## src/sv/rms_pkg.sv

```systemverilog
package rms_pkg;

   typedef struct packed {
      logic signed [15:0] sample;
      logic               last;
   } req_type;

   typedef struct packed {
      logic        [23:0] rms_level;
      logic signed [11:0] level_tenths_dbfs;
      logic        [6:0]  bar_length;
      logic        [9:0]  block_count;
   } rsp_type;

   localparam int MUL_W    = 64;
   localparam int MPLIER_W = 32;

   typedef struct packed {
      logic                start;
      logic [MUL_W-1:0]    mcand;
      logic [MPLIER_W-1:0] mplier;
      logic [MUL_W-1:0]    init;
   } mul_req_type;

   typedef struct packed {
      logic             busy;
      logic [MUL_W-1:0] prod;
   } mul_sts_type;

   typedef enum logic [3:0] {
      ST_IDLE,
      ST_SQ_WAIT,
      ST_DIV,
      ST_SQRT,
      ST_BAR_START,
      ST_BAR_WAIT,
      ST_NORM,
      ST_LOG_START,
      ST_LOG_WAIT,
      ST_DB_START,
      ST_DB_WAIT,
      ST_OUT
   } state_type;

   localparam int SUM_W      = 40;
   localparam int RAD_W      = 48;
   localparam int ROOT_W     = 24;
   localparam int SREM_W     = 26;
   localparam int FRAC_W     = 30;
   localparam int X_W        = 32;
   localparam int STEP_W     = 6;
   localparam int DIV_STEPS  = 40;
   localparam int SQRT_STEPS = 24;
   localparam int LOG_STEPS  = 30;

   localparam logic [25:0]        DB_COEF      = 26'd63130566;
   localparam logic [MUL_W-1:0]   DB_ROUND     = 64'd1 << 49;
   localparam logic signed [11:0] SILENT_LEVEL = -12'sd1800;

endpackage

```

## src/sv/block_rms_dbfs_meter.sv

```systemverilog
// Block RMS meter: sums sample squares until a beat marked last or MAX_BLOCK
// beats, then returns RMS (Q16.8), level in tenths of dBFS, bar length and
// count. Everything runs through one shift-add multiplier (one multiplier bit
// per cycle) plus bit-serial divide and square-root loops. Each sample beat
// is squared serially before the next beat is taken. Block end runs the
// divide, the square root, the bar multiply, normalization, 30 log squarings
// and the dB multiply; no sample is taken meanwhile. A finished result waits
// in the output register while the next block's samples are accepted.
module block_rms_dbfs_meter #(
   parameter int MAX_BLOCK = 512,
   parameter int BAR_WIDTH = 80
) (
   input  logic             clock,
   input  logic             reset,
   input  logic             req_valid,
   output logic             req_ready,
   input  rms_pkg::req_type req_data,
   output logic             rsp_valid,
   input  logic             rsp_ready,
   output rms_pkg::rsp_type rsp_data
);

   localparam int CNT_W = $clog2(MAX_BLOCK + 1);

   rms_pkg::state_type state_ff, state_in;

   logic [rms_pkg::SUM_W-1:0]  sum_ff, sum_in;
   logic [CNT_W-1:0]           cnt_ff, cnt_in;
   logic                       last_ff, last_in;
   logic [rms_pkg::SUM_W-1:0]  num_ff, num_in;
   logic [CNT_W-1:0]           rem_ff, rem_in;
   logic [rms_pkg::RAD_W-1:0]  rad_ff, rad_in;
   logic [rms_pkg::SREM_W-1:0] srem_ff, srem_in;
   logic [rms_pkg::ROOT_W-1:0] root_ff, root_in;
   logic [rms_pkg::X_W-1:0]    x_ff, x_in;
   logic [4:0]                 z_ff, z_in;
   logic [rms_pkg::FRAC_W-1:0] frac_ff, frac_in;
   logic [rms_pkg::STEP_W-1:0] step_ff, step_in;
   logic [6:0]                 bar_ff, bar_in;
   logic signed [11:0]         lvl_ff, lvl_in;
   logic                       rsp_valid_ff, rsp_valid_in;
   rms_pkg::rsp_type           rsp_ff, rsp_in;

   rms_pkg::mul_req_type mul_req;
   rms_pkg::mul_sts_type mul_sts;

   logic [15:0]                  mag;
   logic [rms_pkg::SUM_W:0]      sum_ext;
   logic [CNT_W-1:0]             cnt_plus;
   logic [CNT_W:0]               div_trial;
   logic [rms_pkg::SREM_W+1:0]   sq_trial_rem;
   logic [rms_pkg::SREM_W+1:0]   sq_trial;
   logic [rms_pkg::X_W-1:0]      x_sq;
   logic [34:0]                  d_val;
   logic [7:0]                   bar_raw;
   logic [10:0]                  db_mag;

   rms_ser_mul u_mul (
      .clock   (clock),
      .reset   (reset),
      .mul_req (mul_req),
      .mul_sts (mul_sts)
   );

   assign mag          = req_data.sample[15] ? (~req_data.sample + 16'd1) : req_data.sample;
   assign sum_ext      = {1'b0, sum_ff} + {9'd0, mul_sts.prod[31:0]};
   assign cnt_plus     = cnt_ff + 1'b1;
   assign div_trial    = {rem_ff, num_ff[rms_pkg::SUM_W-1]};
   assign sq_trial_rem = {srem_ff, rad_ff[rms_pkg::RAD_W-1 -: 2]};
   assign sq_trial     = {2'b00, root_ff, 2'b01};
   assign x_sq         = mul_sts.prod[61:30];
   assign d_val        = {z_ff, 30'd0} - {5'd0, frac_ff};
   assign bar_raw      = mul_sts.prod[30:23];
   assign db_mag       = mul_sts.prod[60:50];

   always_comb begin
      state_in     = state_ff;
      sum_in       = sum_ff;
      cnt_in       = cnt_ff;
      last_in      = last_ff;
      num_in       = num_ff;
      rem_in       = rem_ff;
      rad_in       = rad_ff;
      srem_in      = srem_ff;
      root_in      = root_ff;
      x_in         = x_ff;
      z_in         = z_ff;
      frac_in      = frac_ff;
      step_in      = step_ff;
      bar_in       = bar_ff;
      lvl_in       = lvl_ff;
      rsp_valid_in = rsp_valid_ff;
      rsp_in       = rsp_ff;
      req_ready    = 1'b0;
      mul_req      = '0;

      if (rsp_valid_ff && rsp_ready) begin
         rsp_valid_in = 1'b0;
      end

      case (state_ff)
         rms_pkg::ST_IDLE: begin
            req_ready = 1'b1;
            if (req_valid) begin
               last_in        = req_data.last;
               mul_req.start  = 1'b1;
               mul_req.mcand  = 64'(mag);
               mul_req.mplier = 32'(mag);
               state_in       = rms_pkg::ST_SQ_WAIT;
            end
         end
         rms_pkg::ST_SQ_WAIT: begin
            if (!mul_sts.busy) begin
               sum_in = sum_ext[rms_pkg::SUM_W] ? '1 : sum_ext[rms_pkg::SUM_W-1:0];
               cnt_in = cnt_plus;
               if (last_ff || (cnt_plus >= CNT_W'(MAX_BLOCK))) begin
                  num_in   = sum_in;
                  rem_in   = '0;
                  step_in  = '0;
                  state_in = rms_pkg::ST_DIV;
               end else begin
                  state_in = rms_pkg::ST_IDLE;
               end
            end
         end
         rms_pkg::ST_DIV: begin
            if (div_trial >= {1'b0, cnt_ff}) begin
               rem_in = CNT_W'(div_trial - {1'b0, cnt_ff});
               num_in = {num_ff[rms_pkg::SUM_W-2:0], 1'b1};
            end else begin
               rem_in = div_trial[CNT_W-1:0];
               num_in = {num_ff[rms_pkg::SUM_W-2:0], 1'b0};
            end
            step_in = step_ff + 1'b1;
            if (step_ff == rms_pkg::STEP_W'(rms_pkg::DIV_STEPS - 1)) begin
               rad_in   = {num_in[31:0], 16'd0};
               srem_in  = '0;
               root_in  = '0;
               step_in  = '0;
               state_in = rms_pkg::ST_SQRT;
            end
         end
         rms_pkg::ST_SQRT: begin
            if (sq_trial_rem >= sq_trial) begin
               srem_in = rms_pkg::SREM_W'(sq_trial_rem - sq_trial);
               root_in = {root_ff[rms_pkg::ROOT_W-2:0], 1'b1};
            end else begin
               srem_in = sq_trial_rem[rms_pkg::SREM_W-1:0];
               root_in = {root_ff[rms_pkg::ROOT_W-2:0], 1'b0};
            end
            rad_in  = {rad_ff[rms_pkg::RAD_W-3:0], 2'b00};
            step_in = step_ff + 1'b1;
            if (step_ff == rms_pkg::STEP_W'(rms_pkg::SQRT_STEPS - 1)) begin
               state_in = rms_pkg::ST_BAR_START;
            end
         end
         rms_pkg::ST_BAR_START: begin
            mul_req.start  = 1'b1;
            mul_req.mcand  = 64'(root_ff);
            mul_req.mplier = 32'(BAR_WIDTH);
            state_in       = rms_pkg::ST_BAR_WAIT;
         end
         rms_pkg::ST_BAR_WAIT: begin
            if (!mul_sts.busy) begin
               bar_in = (bar_raw > 8'(BAR_WIDTH)) ? 7'(BAR_WIDTH) : bar_raw[6:0];
               if (root_ff == '0) begin
                  lvl_in   = rms_pkg::SILENT_LEVEL;
                  state_in = rms_pkg::ST_OUT;
               end else begin
                  x_in     = {1'b0, root_ff, 7'd0};
                  z_in     = '0;
                  frac_in  = '0;
                  step_in  = '0;
                  state_in = rms_pkg::ST_NORM;
               end
            end
         end
         rms_pkg::ST_NORM: begin
            if (x_ff[30]) begin
               state_in = rms_pkg::ST_LOG_START;
            end else begin
               x_in = {x_ff[rms_pkg::X_W-2:0], 1'b0};
               z_in = z_ff + 5'd1;
            end
         end
         rms_pkg::ST_LOG_START: begin
            mul_req.start  = 1'b1;
            mul_req.mcand  = 64'(x_ff);
            mul_req.mplier = x_ff;
            state_in       = rms_pkg::ST_LOG_WAIT;
         end
         rms_pkg::ST_LOG_WAIT: begin
            if (!mul_sts.busy) begin
               frac_in = {frac_ff[rms_pkg::FRAC_W-2:0], x_sq[31]};
               x_in    = x_sq[31] ? {1'b0, x_sq[31:1]} : x_sq;
               step_in = step_ff + 1'b1;
               if (step_ff == rms_pkg::STEP_W'(rms_pkg::LOG_STEPS - 1)) begin
                  state_in = rms_pkg::ST_DB_START;
               end else begin
                  state_in = rms_pkg::ST_LOG_START;
               end
            end
         end
         rms_pkg::ST_DB_START: begin
            mul_req.start  = 1'b1;
            mul_req.mcand  = 64'(d_val);
            mul_req.mplier = 32'(rms_pkg::DB_COEF);
            mul_req.init   = rms_pkg::DB_ROUND;
            state_in       = rms_pkg::ST_DB_WAIT;
         end
         rms_pkg::ST_DB_WAIT: begin
            if (!mul_sts.busy) begin
               lvl_in   = -$signed({1'b0, db_mag});
               state_in = rms_pkg::ST_OUT;
            end
         end
         rms_pkg::ST_OUT: begin
            if (!rsp_valid_ff || rsp_ready) begin
               rsp_valid_in             = 1'b1;
               rsp_in.rms_level         = root_ff;
               rsp_in.level_tenths_dbfs = lvl_ff;
               rsp_in.bar_length        = bar_ff;
               rsp_in.block_count       = 10'(cnt_ff);
               sum_in                   = '0;
               cnt_in                   = '0;
               state_in                 = rms_pkg::ST_IDLE;
            end
         end
         default: begin
            state_in = rms_pkg::ST_IDLE;
         end
      endcase
   end

   always_ff @(posedge clock) begin
      if (reset) begin
         state_ff     <= rms_pkg::ST_IDLE;
         sum_ff       <= '0;
         cnt_ff       <= '0;
         rsp_valid_ff <= 1'b0;
      end else begin
         state_ff     <= state_in;
         sum_ff       <= sum_in;
         cnt_ff       <= cnt_in;
         rsp_valid_ff <= rsp_valid_in;
      end
      last_ff <= last_in;
      num_ff  <= num_in;
      rem_ff  <= rem_in;
      rad_ff  <= rad_in;
      srem_ff <= srem_in;
      root_ff <= root_in;
      x_ff    <= x_in;
      z_ff    <= z_in;
      frac_ff <= frac_in;
      step_ff <= step_in;
      bar_ff  <= bar_in;
      lvl_ff  <= lvl_in;
      rsp_ff  <= rsp_in;
   end

   assign rsp_valid = rsp_valid_ff;
   assign rsp_data  = rsp_ff;

   a_open_block_short: assert property (@(posedge clock) disable iff (reset)
      (state_ff == rms_pkg::ST_IDLE) |-> (32'(cnt_ff) < 32'(MAX_BLOCK)))
      else $error("open block count reached MAX_BLOCK");

   a_accept_starts_square: assert property (@(posedge clock) disable iff (reset)
      (req_valid && req_ready) |=> (state_ff == rms_pkg::ST_SQ_WAIT) && mul_sts.busy)
      else $error("accepted beat did not start squaring");

   a_mul_free_on_start: assert property (@(posedge clock) disable iff (reset)
      mul_req.start |-> !mul_sts.busy)
      else $error("multiplier started while busy");

   a_silent_level: assert property (@(posedge clock) disable iff (reset)
      $rose(rsp_valid_ff) |->
         ((rsp_ff.rms_level == '0) == (rsp_ff.level_tenths_dbfs == rms_pkg::SILENT_LEVEL)))
      else $error("silent level mismatch");

endmodule

```

## src/sv/rms_ser_mul.sv

```systemverilog
module rms_ser_mul (
   input  logic                 clock,
   input  logic                 reset,
   input  rms_pkg::mul_req_type mul_req,
   output rms_pkg::mul_sts_type mul_sts
);

   logic                         busy_ff, busy_in;
   logic [rms_pkg::MUL_W-1:0]    mcand_ff, mcand_in;
   logic [rms_pkg::MPLIER_W-1:0] mplier_ff, mplier_in;
   logic [rms_pkg::MUL_W-1:0]    acc_ff, acc_in;

   always_comb begin
      busy_in   = busy_ff;
      mcand_in  = mcand_ff;
      mplier_in = mplier_ff;
      acc_in    = acc_ff;
      if (mul_req.start) begin
         busy_in   = 1'b1;
         mcand_in  = mul_req.mcand;
         mplier_in = mul_req.mplier;
         acc_in    = mul_req.init;
      end else if (busy_ff) begin
         if (mplier_ff == '0) begin
            busy_in = 1'b0;
         end else begin
            if (mplier_ff[0]) begin
               acc_in = acc_ff + mcand_ff;
            end
            mcand_in  = {mcand_ff[rms_pkg::MUL_W-2:0], 1'b0};
            mplier_in = {1'b0, mplier_ff[rms_pkg::MPLIER_W-1:1]};
         end
      end
   end

   always_ff @(posedge clock) begin
      if (reset) begin
         busy_ff <= 1'b0;
      end else begin
         busy_ff <= busy_in;
      end
      mcand_ff  <= mcand_in;
      mplier_ff <= mplier_in;
      acc_ff    <= acc_in;
   end

   assign mul_sts.busy = busy_ff;
   assign mul_sts.prod = acc_ff;

endmodule

```

## config.mk

```make
export PLATFORM = sky130hd
export DESIGN_NAME = block_rms_dbfs_meter
export DESIGN_NICKNAME = d
export VERILOG_FILES = /design/src/sv/rms_pkg.sv /design/src/sv/block_rms_dbfs_meter.sv /design/src/sv/rms_ser_mul.sv
export SDC_FILE = /design/constraint.sdc
export NUM_CORES = 1
export LEC_CHECK = 0
export BUFFER_PORTS_ARGS = -buffer_cell sky130_fd_sc_hd__buf_2
export CAP_MARGIN = 30
export CORE_MARGIN = 2
export CORE_UTILIZATION = 38
export DETAILED_ROUTE_END_ITERATION = 8
export PLACE_DENSITY = 0.64
export SKIP_CTS_REPAIR_TIMING = 1
export SLEW_MARGIN = 20
export SYNTH_ARGS = -nofsm -noshare
export SYNTH_HDL_FRONTEND = slang
export SYNTH_HIERARCHICAL = 1
export SYNTH_SLANG_ARGS = --single-unit
```

## constraint.sdc

```tcl
create_clock -name clock -period 9.9 [get_ports clock]
set_clock_uncertainty 0.2 [all_clocks]
set_input_delay 0.99 -clock clock [delete_from_list [all_inputs] [get_ports clock]]
set_output_delay 0.99 -clock clock [all_outputs]
set_load 0.005 [all_outputs]
```

==> parameters.txt, run 1 <==
Parameter                              Value

Global routing
  Number of global-route vias before repair    ~21000
  Largest net degree at the start of global routing    88
  Total overflow reported by the global router    0
  Wire length of the first global-routing pass    about 120000 µm
  Global-route usage over all layers    about a fifth
  Initial antenna violation count    2

Power and ir drop
  Net load switching power    5020 µW
  Worst IR Drop VDD    0.000231 V
  Sw Ratio    42.1%
  Power per Cell Area    363 nW/µm²
  Overall power of the completed layout    between 10000 and 15000 µW
  Sequential Power Share    32.9%
  Design internal power    6900 µW
  Leakage component of the power    around 0.012 µW
  Portion of total power attributed to the clock network    17.7%
  Share of total power in combinational logic    approximately 49%

Run status
  Status    finished clean

CTS
  Insertion delay of the later-clocked pin in the worst-skew pair    about 630 ps
  Clock net sink count    just under 500
  Clock Path Buffers    3
  Total CTS buffers    54
  H-Tree Level Count    2
  Buffer type at the clock tree root    sky130_fd_sc_hd__clkbuf_16
  Clock-pin slew of the registers on the worst-case setup and hold paths    60 ps
  Clock tree from TritonCTS    done

Layout
  Layout cells sized above 1    11.5%
  Most common cell after layout, fill and taps aside    sky130_fd_sc_hd__edfxtp_1
  Leading cell types in the layout, fill and taps excluded    sky130_fd_sc_hd__edfxtp_1 (433), sky130_fd_sc_hd__nand2_1 (364), sky130_fd_sc_hd__nor2_1 (234), sky130_fd_sc_hd__o21ai_0 (198), sky130_fd_sc_hd__a21oi_1 (191)
  Area growth from synthesis to final layout    12.4%
  Final std cells w/o fill    4086
  Filler cells    7425
  Number of nets in the finished design    roughly 3200

Drt
  Number of remaining DRC errors    0
  Post-route antenna net violation count    0
  Wire length per cell after detailed routing    19.1 µm
  Drt total wl    ~80000 µm
  Iteration-0 DRC count of the detailed router    1999
  Number of vias per cell    5.46
  Routed vias    22316
  DR pass1 iterations    6

STA
  Tcrit/Tclk final    55.1%
  TNS Setup    0 ps
  Final Slew Violations    0
  Tmin final    5460 ps
  Transition time of the tightest slew-check pin    950 ps
  Final Hold Slack    221 ps
  Maximum operating frequency    183 MHz
  Number of setup violations in the final report    0
  RSZ-0062 raised after global routing    false
  Final Hold Fails    0
  Worst max-slew margin expressed relative to the limit    a little over a third

Critical path
  Worst Path Required    9930 ps
  Worst setup slack for register-to-register paths    4440 ps
  Reg2reg start    state_ff[3]
  Arr. time, crit path    5490 ps
  Critical path capture point type    flip-flop
  Category of the most critical setup path    flip-flop to flip-flop
  Critical-path maximum fanout    47
  Critical register-to-register path endpoint    u_mul/acc_ff[3]
  Number of cells on the worst reg-to-reg path    10
  Startpoint type of the worst setup path    flip-flop

Placed design
  Last weighted congestion value of the routability-driven placer    0.927
  Sum of net half-perimeters after detailed placement    around 56000 µm
  PortBufs    75
  # placed instances    3981

Floorplanning
  Die Y-Extent    about 280 µm
  Num ports    76
  Starting density of the core    38.4%
  Die outline area    79100 µm²
  Cell row count    101
  Area inside the core boundary    76100 µm²
  Horizontal die dimension    281 µm

Worst hold path
  Type of the most critical hold path    flip-flop to flip-flop
  Worst Hold End    rsp_data[14]
  Beginning of the worst hold path    bar_ff[4]
  Worst hold path cell count    0

Synthesis
  Yosys warns    6
  Total standard cell area after synthesis    29200 µm²
  Cell count after synthesis    2908
  Mapped Avg Cell Area    between 10 and 15 µm²

Flow run
  Number of violations of the max-capacitance limit    0
-- registers in the layout (all words and copies together), names as in the netlist, 4 cells and up --
register	count
u_mul/acc_ff	62
u_mul/mcand_ff	62
rsp_data	53
num_ff	40
sum_ff	40
rad_ff	32
u_mul/mplier_ff	32
x_ff	31
frac_ff	30
srem_ff	26
root_ff	24
lvl_ff	12
cnt_ff	10
rem_ff	10
bar_ff	7
step_ff	6
z_ff	5
state_ff	4
-- routing by layer --
| layer | up-vias | part of all wire (%) | wire length [µm] | GRT usage [%] |
|---|---|---|---|---|
| li1 | 10835 | - | - | - |
| met1 | 10728 | 47 | 36800 | 28.3 |
| met2 | 631 | 43 | 33800 | 29.4 |
| met3 | 122 | 6.3 | 4890 | 2.79 |
| met4 | 0 | 3.3 | 2620 | 6.76 |
| met5 | - | 0 | 0 | 0 |
-- metrics by stage --
stage / util (%) / worst slack [ps] / cell area (µm²)
after floorplan: - / 2070 / 29600
after global placement: 40.6 / 4680 / 30900
after detailed placement: 40.7 / 4570 / 30900
after CTS: 43.1 / 4490 / 32800
after global routing: 43.2 / 4090 / 32800
final: 43.2 / 4440 / 32800
-- how the worst max path moves through the flow --
stage	from	end	depth (start not counted)
after floorplan	state_ff[1]	rad_ff[16]	5
after global placement	state_ff[3]	u_mul/acc_ff[1]	10
after detailed placement	state_ff[3]	u_mul/acc_ff[2]	10
after CTS	state_ff[3]	u_mul/acc_ff[3]	10
after global routing	state_ff[3]	u_mul/acc_ff[3]	10
final	state_ff[3]	u_mul/acc_ff[3]	10
-- area by class of cell --
class | count | area (µm²) | area share (%)
timing repair buffer | 103 | 603 | 1.84
sequential | 489 | 14100 | 43.0
clock buffer | 65 | 1440 | 4.40
tap | 1030 | 1290 | 3.92
antenna | 2 | 5.00 | 0.0152
clock inverter | 36 | 425 | 1.30
multi-input combinational | 2272 | 14600 | 44.5
inverter | 89 | 334 | 1.02
-- critical path, cell delays in order, from the launching register on --
cell                       delay (ps)
sky130_fd_sc_hd__dfxtp_1          640
sky130_fd_sc_hd__nor2b_2          230
sky130_fd_sc_hd__buf_4            330
sky130_fd_sc_hd__nand2b_1         120
sky130_fd_sc_hd__buf_4            240
sky130_fd_sc_hd__inv_1            630
sky130_fd_sc_hd__or4_4            630
sky130_fd_sc_hd__inv_1            290
sky130_fd_sc_hd__nand2_4          430
sky130_fd_sc_hd__o21a_2           690
sky130_fd_sc_hd__buf_4            550
-- power groups by stage --
stage,combinational [µW],clock (µW),sequential [µW]
final,5890,2120,3920
after global routing,6530,2230,3990
after detailed placement,5800,0,3950
after CTS,5820,2160,3920
after floorplan,4580,0,3730
after global placement,5730,0,3940
Power figures use the tool's default switching activity.
==> inputs of run 2 (changes only) <==
- PLACE_DENSITY: 0.64 -> 0.66
- clock period: 9.9 -> 4.7 ns (I/O delays scaled with it)
==> run 2 against run 1 <==
Combinational power increased by 110%; largest cell class unchanged; setup slack got worse by 3800 ps; via count increased by 1.3%; highest routed layer unchanged; global-route usage increased by 0.085 points; largest power group unchanged.
==> parameters.txt, run 2 (synthesis results as in run 1) <==
Parameter                              Value

Run status
  Status    finished clean

Power and ir drop
  Power per Cell Area    approximately 760 nW/µm²
  Sequential Power Share    32.5%
  Share of total power in combinational logic    50.1%
  Overall power of the completed layout    between 20000 and 30000 µW
  Worst IR Drop VDD    0.000895 V
  Portion of total power attributed to the clock network    17.4%
  Leakage component of the power    between 0.01 and 0.015 µW
  Sw Ratio    42.3%
  Net load switching power    10700 µW
  Design internal power    about 15000 µW

STA
  Number of setup violations in the final report    0
  Final Hold Fails    0
  Worst max-slew margin expressed relative to the limit    33.2%
  Tcrit/Tclk final    87.0%
  RSZ-0062 raised after global routing    false
  Slack of the critical path    610 ps
  Final Slew Violations    0
  Maximum operating frequency    244 MHz
  Tmin final    4090 ps
  Transition time of the tightest slew-check pin    1000 ps
  TNS Setup    0 ps

Critical path
  Critical register-to-register path endpoint    srem_ff[18]
  Arr. time, crit path    around 4300 ps
  Startpoint type of the worst setup path    flip-flop
  Critical-path maximum fanout    28
  Reg2reg start    root_ff[3]
  Launching instance or port of the critical path    root_ff[3]
  Worst setup path end    srem_ff[18]
  Number of cells on the worst reg-to-reg path    12
  Worst setup slack for register-to-register paths    610 ps
  Critical path capture point type    flip-flop
  Category of the most critical setup path    flip-flop to flip-flop
  Worst Path Required    between 4000 and 5000 ps

Drt
  Post-route antenna net violation count    0
  Number of remaining DRC errors    0
  Iteration-0 DRC count of the detailed router    roughly 1900
  Routed vias    22600
  DR pass1 iterations    5
  Number of vias per cell    5.50
  Drt total wl    78600 µm
  Wire length per cell after detailed routing    between 15 and 20 µm

Layout
  Leading cell types in the layout, fill and taps excluded    sky130_fd_sc_hd__edfxtp_1 (433), sky130_fd_sc_hd__nand2_1 (365), sky130_fd_sc_hd__nor2_1 (234), sky130_fd_sc_hd__o21ai_0 (198), sky130_fd_sc_hd__a21oi_1 (191)
  Filler cells    roughly 7300
  Antenna cells    0
  Total area of multi-input combinational cells    14600 µm²
  Layout cells sized above 1    ~12%
  Area occupied by registers    14100 µm²
  Area growth from synthesis to final layout    13.0%
  Final std cells w/o fill    approximately 4000
  Final standard cell utilization of the core    43.4%
  Most common cell after layout, fill and taps aside    sky130_fd_sc_hd__edfxtp_1
  Number of nets in the finished design    3197

CTS
  Clock tree from TritonCTS    done
  H-Tree Level Count    2
  Clock Path Buffers    3
  Total CTS buffers    54
  Clock-pin slew of the registers on the worst-case setup and hold paths    ~60 ps
  Buffer type at the clock tree root    sky130_fd_sc_hd__clkbuf_16
  Insertion delay of the later-clocked pin in the worst-skew pair    approximately 630 ps
  Clock net sink count    489

Worst hold path
  Type of the most critical hold path    flip-flop to flip-flop

Global routing
  Initial antenna violation count    0
  Wire length of the first global-routing pass    about 120000 µm
  Largest net degree at the start of global routing    around 220
  Number of global-route vias before repair    20917
  Global-route usage over all layers    between 10% and 20%
  Total overflow reported by the global router    0

Placed design
  # placed instances    between 4000 and 5000
  Last weighted congestion value of the routability-driven placer    around 0.89
  Place WS    707 ps
  Sum of net half-perimeters after detailed placement    between 50000 and 60000 µm
  PortBufs    75

Floorplanning
  Horizontal die dimension    281 µm
  Cell row count    101
  Area inside the core boundary    76100 µm²
  Starting density of the core    38.4%
  Die outline area    79100 µm²
  Die Y-Extent    281 µm
  Num ports    between 70 and 80

Flow run
  Number of violations of the max-capacitance limit    0
## run 2: cell count changes in the layout (fill, tap and decap cells not counted), sizes merged
cell,previous run,this run
buf,102,127
clkinvlp,6,10
clkinv,20,17
diode,2,0
bufinv,7,6
clkbuf,66,67
dlygate4sd3,0,1
inv,92,91
## run 2: power groups by stage
stage	registers, µW	logic, µW	clock network, µW
after global placement	8230	12400	0
after detailed placement	8260	12500	0
after global routing	8340	14000	4650
after CTS	8180	12500	4480
final	8190	12600	4400
after floorplan	7780	9650	0
## run 2: cell type report
type / count / area share, %
Multi-Input combinational cell: 2272 / 44.2
Sequential cell: 489 / 42.8
Clock buffer: 67 / 4.33
Tap cell: 1030 / 3.90
Timing Repair Buffer: 128 / 2.47
Clock inverter: 35 / 1.28
Inverter: 89 / 1.01
## run 2: per-layer routing
metal,global-route usage (%),up-vias,wire (µm)
met5,0,-,0
met4,6.04,0,2190
met3,3.33,113,5840
met2,30.1,793,34800
met1,27.9,10790,35800
li1,-,10904,-
## run 2: metrics by stage
step                hold slack (ps)  cell area (µm²)
detailed placement              205            31200
floorplan                       200            29600
CTS                           -90.7            33000
global route                    223            33000
finish                          215            33000
global placement                202            31100
## run 2: worst max-delay path, cell delays in order (launching register included)
cell and delay, ps:
sky130_fd_sc_hd__edfxtp_1 580, sky130_fd_sc_hd__inv_1 150, sky130_fd_sc_hd__ha_1 410, sky130_fd_sc_hd__o211a_1 170, sky130_fd_sc_hd__o31ai_1 100, sky130_fd_sc_hd__a31o_2 240
sky130_fd_sc_hd__o211ai_1 350, sky130_fd_sc_hd__o21a_1 220, sky130_fd_sc_hd__o32ai_2 110, sky130_fd_sc_hd__o21ai_2 530, sky130_fd_sc_hd__buf_4 420, sky130_fd_sc_hd__nor2_1 80
sky130_fd_sc_hd__a211oi_1 270
## run 2: how the worst min path moves through the flow
stage                         endpoint  cells after the start   startpoint
after global placement    rsp_data[28]                      0   lvl_ff[11]
after floorplan           rsp_data[10]                      0    bar_ff[0]
final                     rsp_data[28]                      0   lvl_ff[11]
after detailed placement  rsp_data[26]                      0    lvl_ff[9]
after global routing      rsp_data[28]                      0   lvl_ff[11]
after CTS                      last_ff                      1  req_data[0]
==> inputs of run 3 (changes only) <==
- CTS_BUF_LIST: not set -> sky130_fd_sc_hd__clkbuf_2 sky130_fd_sc_hd__clkbuf_4 sky130_fd_sc_hd__clkbuf_8
==> run 3 against run 2 <==
Total power down 0.89%; critical endpoint unchanged; sequential cell count unchanged; first-iteration DRC count up 0.32%.
==> parameters.txt, run 3 (synthesis results as in run 1) <==
Parameter                              Value

Placed design
  Last weighted congestion value of the routability-driven placer    just under 0.9
  PortBufs    75
  Sum of net half-perimeters after detailed placement    57300 µm

STA
  Final Slew Violations    0
  Tcrit/Tclk final    87.2%
  Final Hold Fails    0
  Worst max-slew margin expressed relative to the limit    32.1%
  Maximum operating frequency    244 MHz
  Number of setup violations in the final report    0
  Final Hold Slack    147 ps
  RSZ-0062 raised after global routing    false
  Tmin final    4100 ps
  Transition time of the tightest slew-check pin    1020 ps
  TNS Setup    0 ps

Floorplanning
  Area inside the core boundary    76100 µm²
  Starting density of the core    38.4%
  Num ports    76
  Cell row count    101
  Horizontal die dimension    281 µm
  Die outline area    79100 µm²
  Die Y-Extent    281 µm

Layout
  Filler cells    7312
  Area growth from synthesis to final layout    12.8%
  Number of nets in the finished design    3229
  Leading cell types in the layout, fill and taps excluded    sky130_fd_sc_hd__edfxtp_1 (433), sky130_fd_sc_hd__nand2_1 (365), sky130_fd_sc_hd__nor2_1 (234), sky130_fd_sc_hd__o21ai_0 (198), sky130_fd_sc_hd__a21oi_1 (191)
  Layout cells sized above 1    13.5%
  Most common cell after layout, fill and taps aside    sky130_fd_sc_hd__edfxtp_1

CTS
  Total CTS buffers    85
  Clock tree from TritonCTS    done
  Clock net sink count    489
  Buffer type at the clock tree root    sky130_fd_sc_hd__clkbuf_8
  H-Tree Level Count    3
  Insertion delay of the later-clocked pin in the worst-skew pair    700 ps
  Clock Path Buffers    3
  Clock-pin slew of the registers on the worst-case setup and hold paths    60 ps

Critical path
  Cell type of the slowest stage on the worst timing path    sky130_fd_sc_hd__edfxtp_1
  Cell Chain, Critical Path    inv_1 -> ha_1 -> o211a_1 -> o31ai_1 -> a31o_2 -> o211ai_1 -> o21a_1 -> o32ai_2 -> o21ai_2 -> buf_4 -> nor2_1 -> a211oi_1
  Category of the most critical setup path    flip-flop to flip-flop
  Reg2reg start    root_ff[3]
  Critical register-to-register path endpoint    srem_ff[18]
  Worst Path Required    4970 ps
  Critical-path maximum fanout    28
  Highest cell delay on the worst timing path    590 ps
  Number of cells on the worst reg-to-reg path    12
  Startpoint type of the worst setup path    flip-flop
  Number of buffer and inverter instances along the worst setup path    2
  Arr. time, crit path    about 4400 ps
  Worst setup slack for register-to-register paths    600 ps
  Top delay family on crit path    compound AO/OA/AOI/OAI gates
  Critical path capture point type    flip-flop

Drt
  DR pass1 iterations    5
  Drt total wl    79500 µm
  Post-route antenna net violation count    0
  Number of vias per cell    5.48
  Iteration-0 DRC count of the detailed router    1878
  Wire length per cell after detailed routing    19.1 µm
  Routed vias    22845
  Number of remaining DRC errors    0

Global routing
  Global-route usage over all layers    19.7%
  Largest net degree at the start of global routing    218
  Total overflow reported by the global router    0
  Initial antenna violation count    1
  Number of global-route vias before repair    between 20000 and 25000
  Wire length of the first global-routing pass    about 120000 µm

Worst hold path
  Type of the most critical hold path    primary input to flip-flop
  Beginning of the worst hold path    rsp_ready
  Worst Hold End    rsp_valid
  Worst hold path cell count    3

Power and ir drop
  Power per Cell Area    758 nW/µm²
  Worst IR Drop VDD    0.000823 V
  Leakage component of the power    0.0126 µW

Run status
  Status    finished clean

Flow run
  Number of violations of the max-capacitance limit    0
## run 3: cell types whose count changed in the layout (fill, tap and decap cells not counted), moves of 5 or more
cell,delta
sky130_fd_sc_hd__clkbuf_1,-11
sky130_fd_sc_hd__clkbuf_16,-55
sky130_fd_sc_hd__clkbuf_4,+20
sky130_fd_sc_hd__clkbuf_8,+87
sky130_fd_sc_hd__clkinv_1,+14
sky130_fd_sc_hd__clkinv_2,+11
sky130_fd_sc_hd__clkinv_4,-5
sky130_fd_sc_hd__clkinvlp_4,-8
## run 3: worst min-delay path: cells and delay by family
kind                   cells  cell delay [ps]
AND/OR/NAND/NOR            1              270
AO/OA/AOI/OAI              1              120
buffers and inverters      1               90
## run 3: where the power goes
part | internal [µW] | switching (µW) | leakage [µW] | total [µW]
sequential | 7120 | 1060 | 0.00454 | 8190
combinational | 4920 | 7770 | 0.00714 | 12700
clock | 2220 | 1910 | 0.000935 | 4130
## run 3: final cells by class
cell class	instances	area [µm²]	area share, %
diodes	1	2.50	0.00759
clock buffers	108	1360	4.13
clock inverters	48	414	1.26
inverters	89	334	1.01
multi-input cells	2272	14600	44.3
flip-flops and latches	489	14100	42.8
well taps	1030	1290	3.91
repair buffers	129	837	2.54
## run 3: worst max-delay path by stage
stage	start	to	slack [ps]	cells after the start
3_5_place_dp	root_ff[3]	srem_ff[16]	710	12
6_report	root_ff[3]	srem_ff[18]	600	12
4_1_cts	root_ff[3]	srem_ff[18]	690	12
3_3_place_gp	root_ff[3]	srem_ff[16]	770	12
5_1_grt	root_ff[3]	srem_ff[18]	440	12
2_1_floorplan	cnt_ff[5]	num_ff[0]	230	6
## run 3: per-stage QoR
step                total power, µW  std cells  util, %  area (µm²)  setup slack (ps)
floorplan                     17400       2996        -       29600               229
global placement              20600       4006     40.9       31100               768
detailed placement            20700       4007     41.0       31200               707
CTS                           24900       4163     43.3       32900               692
global route                  26800       4166     43.3       33000               436
finish                        25000       4166     43.3       33000               600
## run 3: metal layers
layer  share of wire, %  GRT usage (%)
met1                 46           27.8
met5                  0              0
met3                7.3           3.98
met2                 43           29.9
met4                3.6           7.65
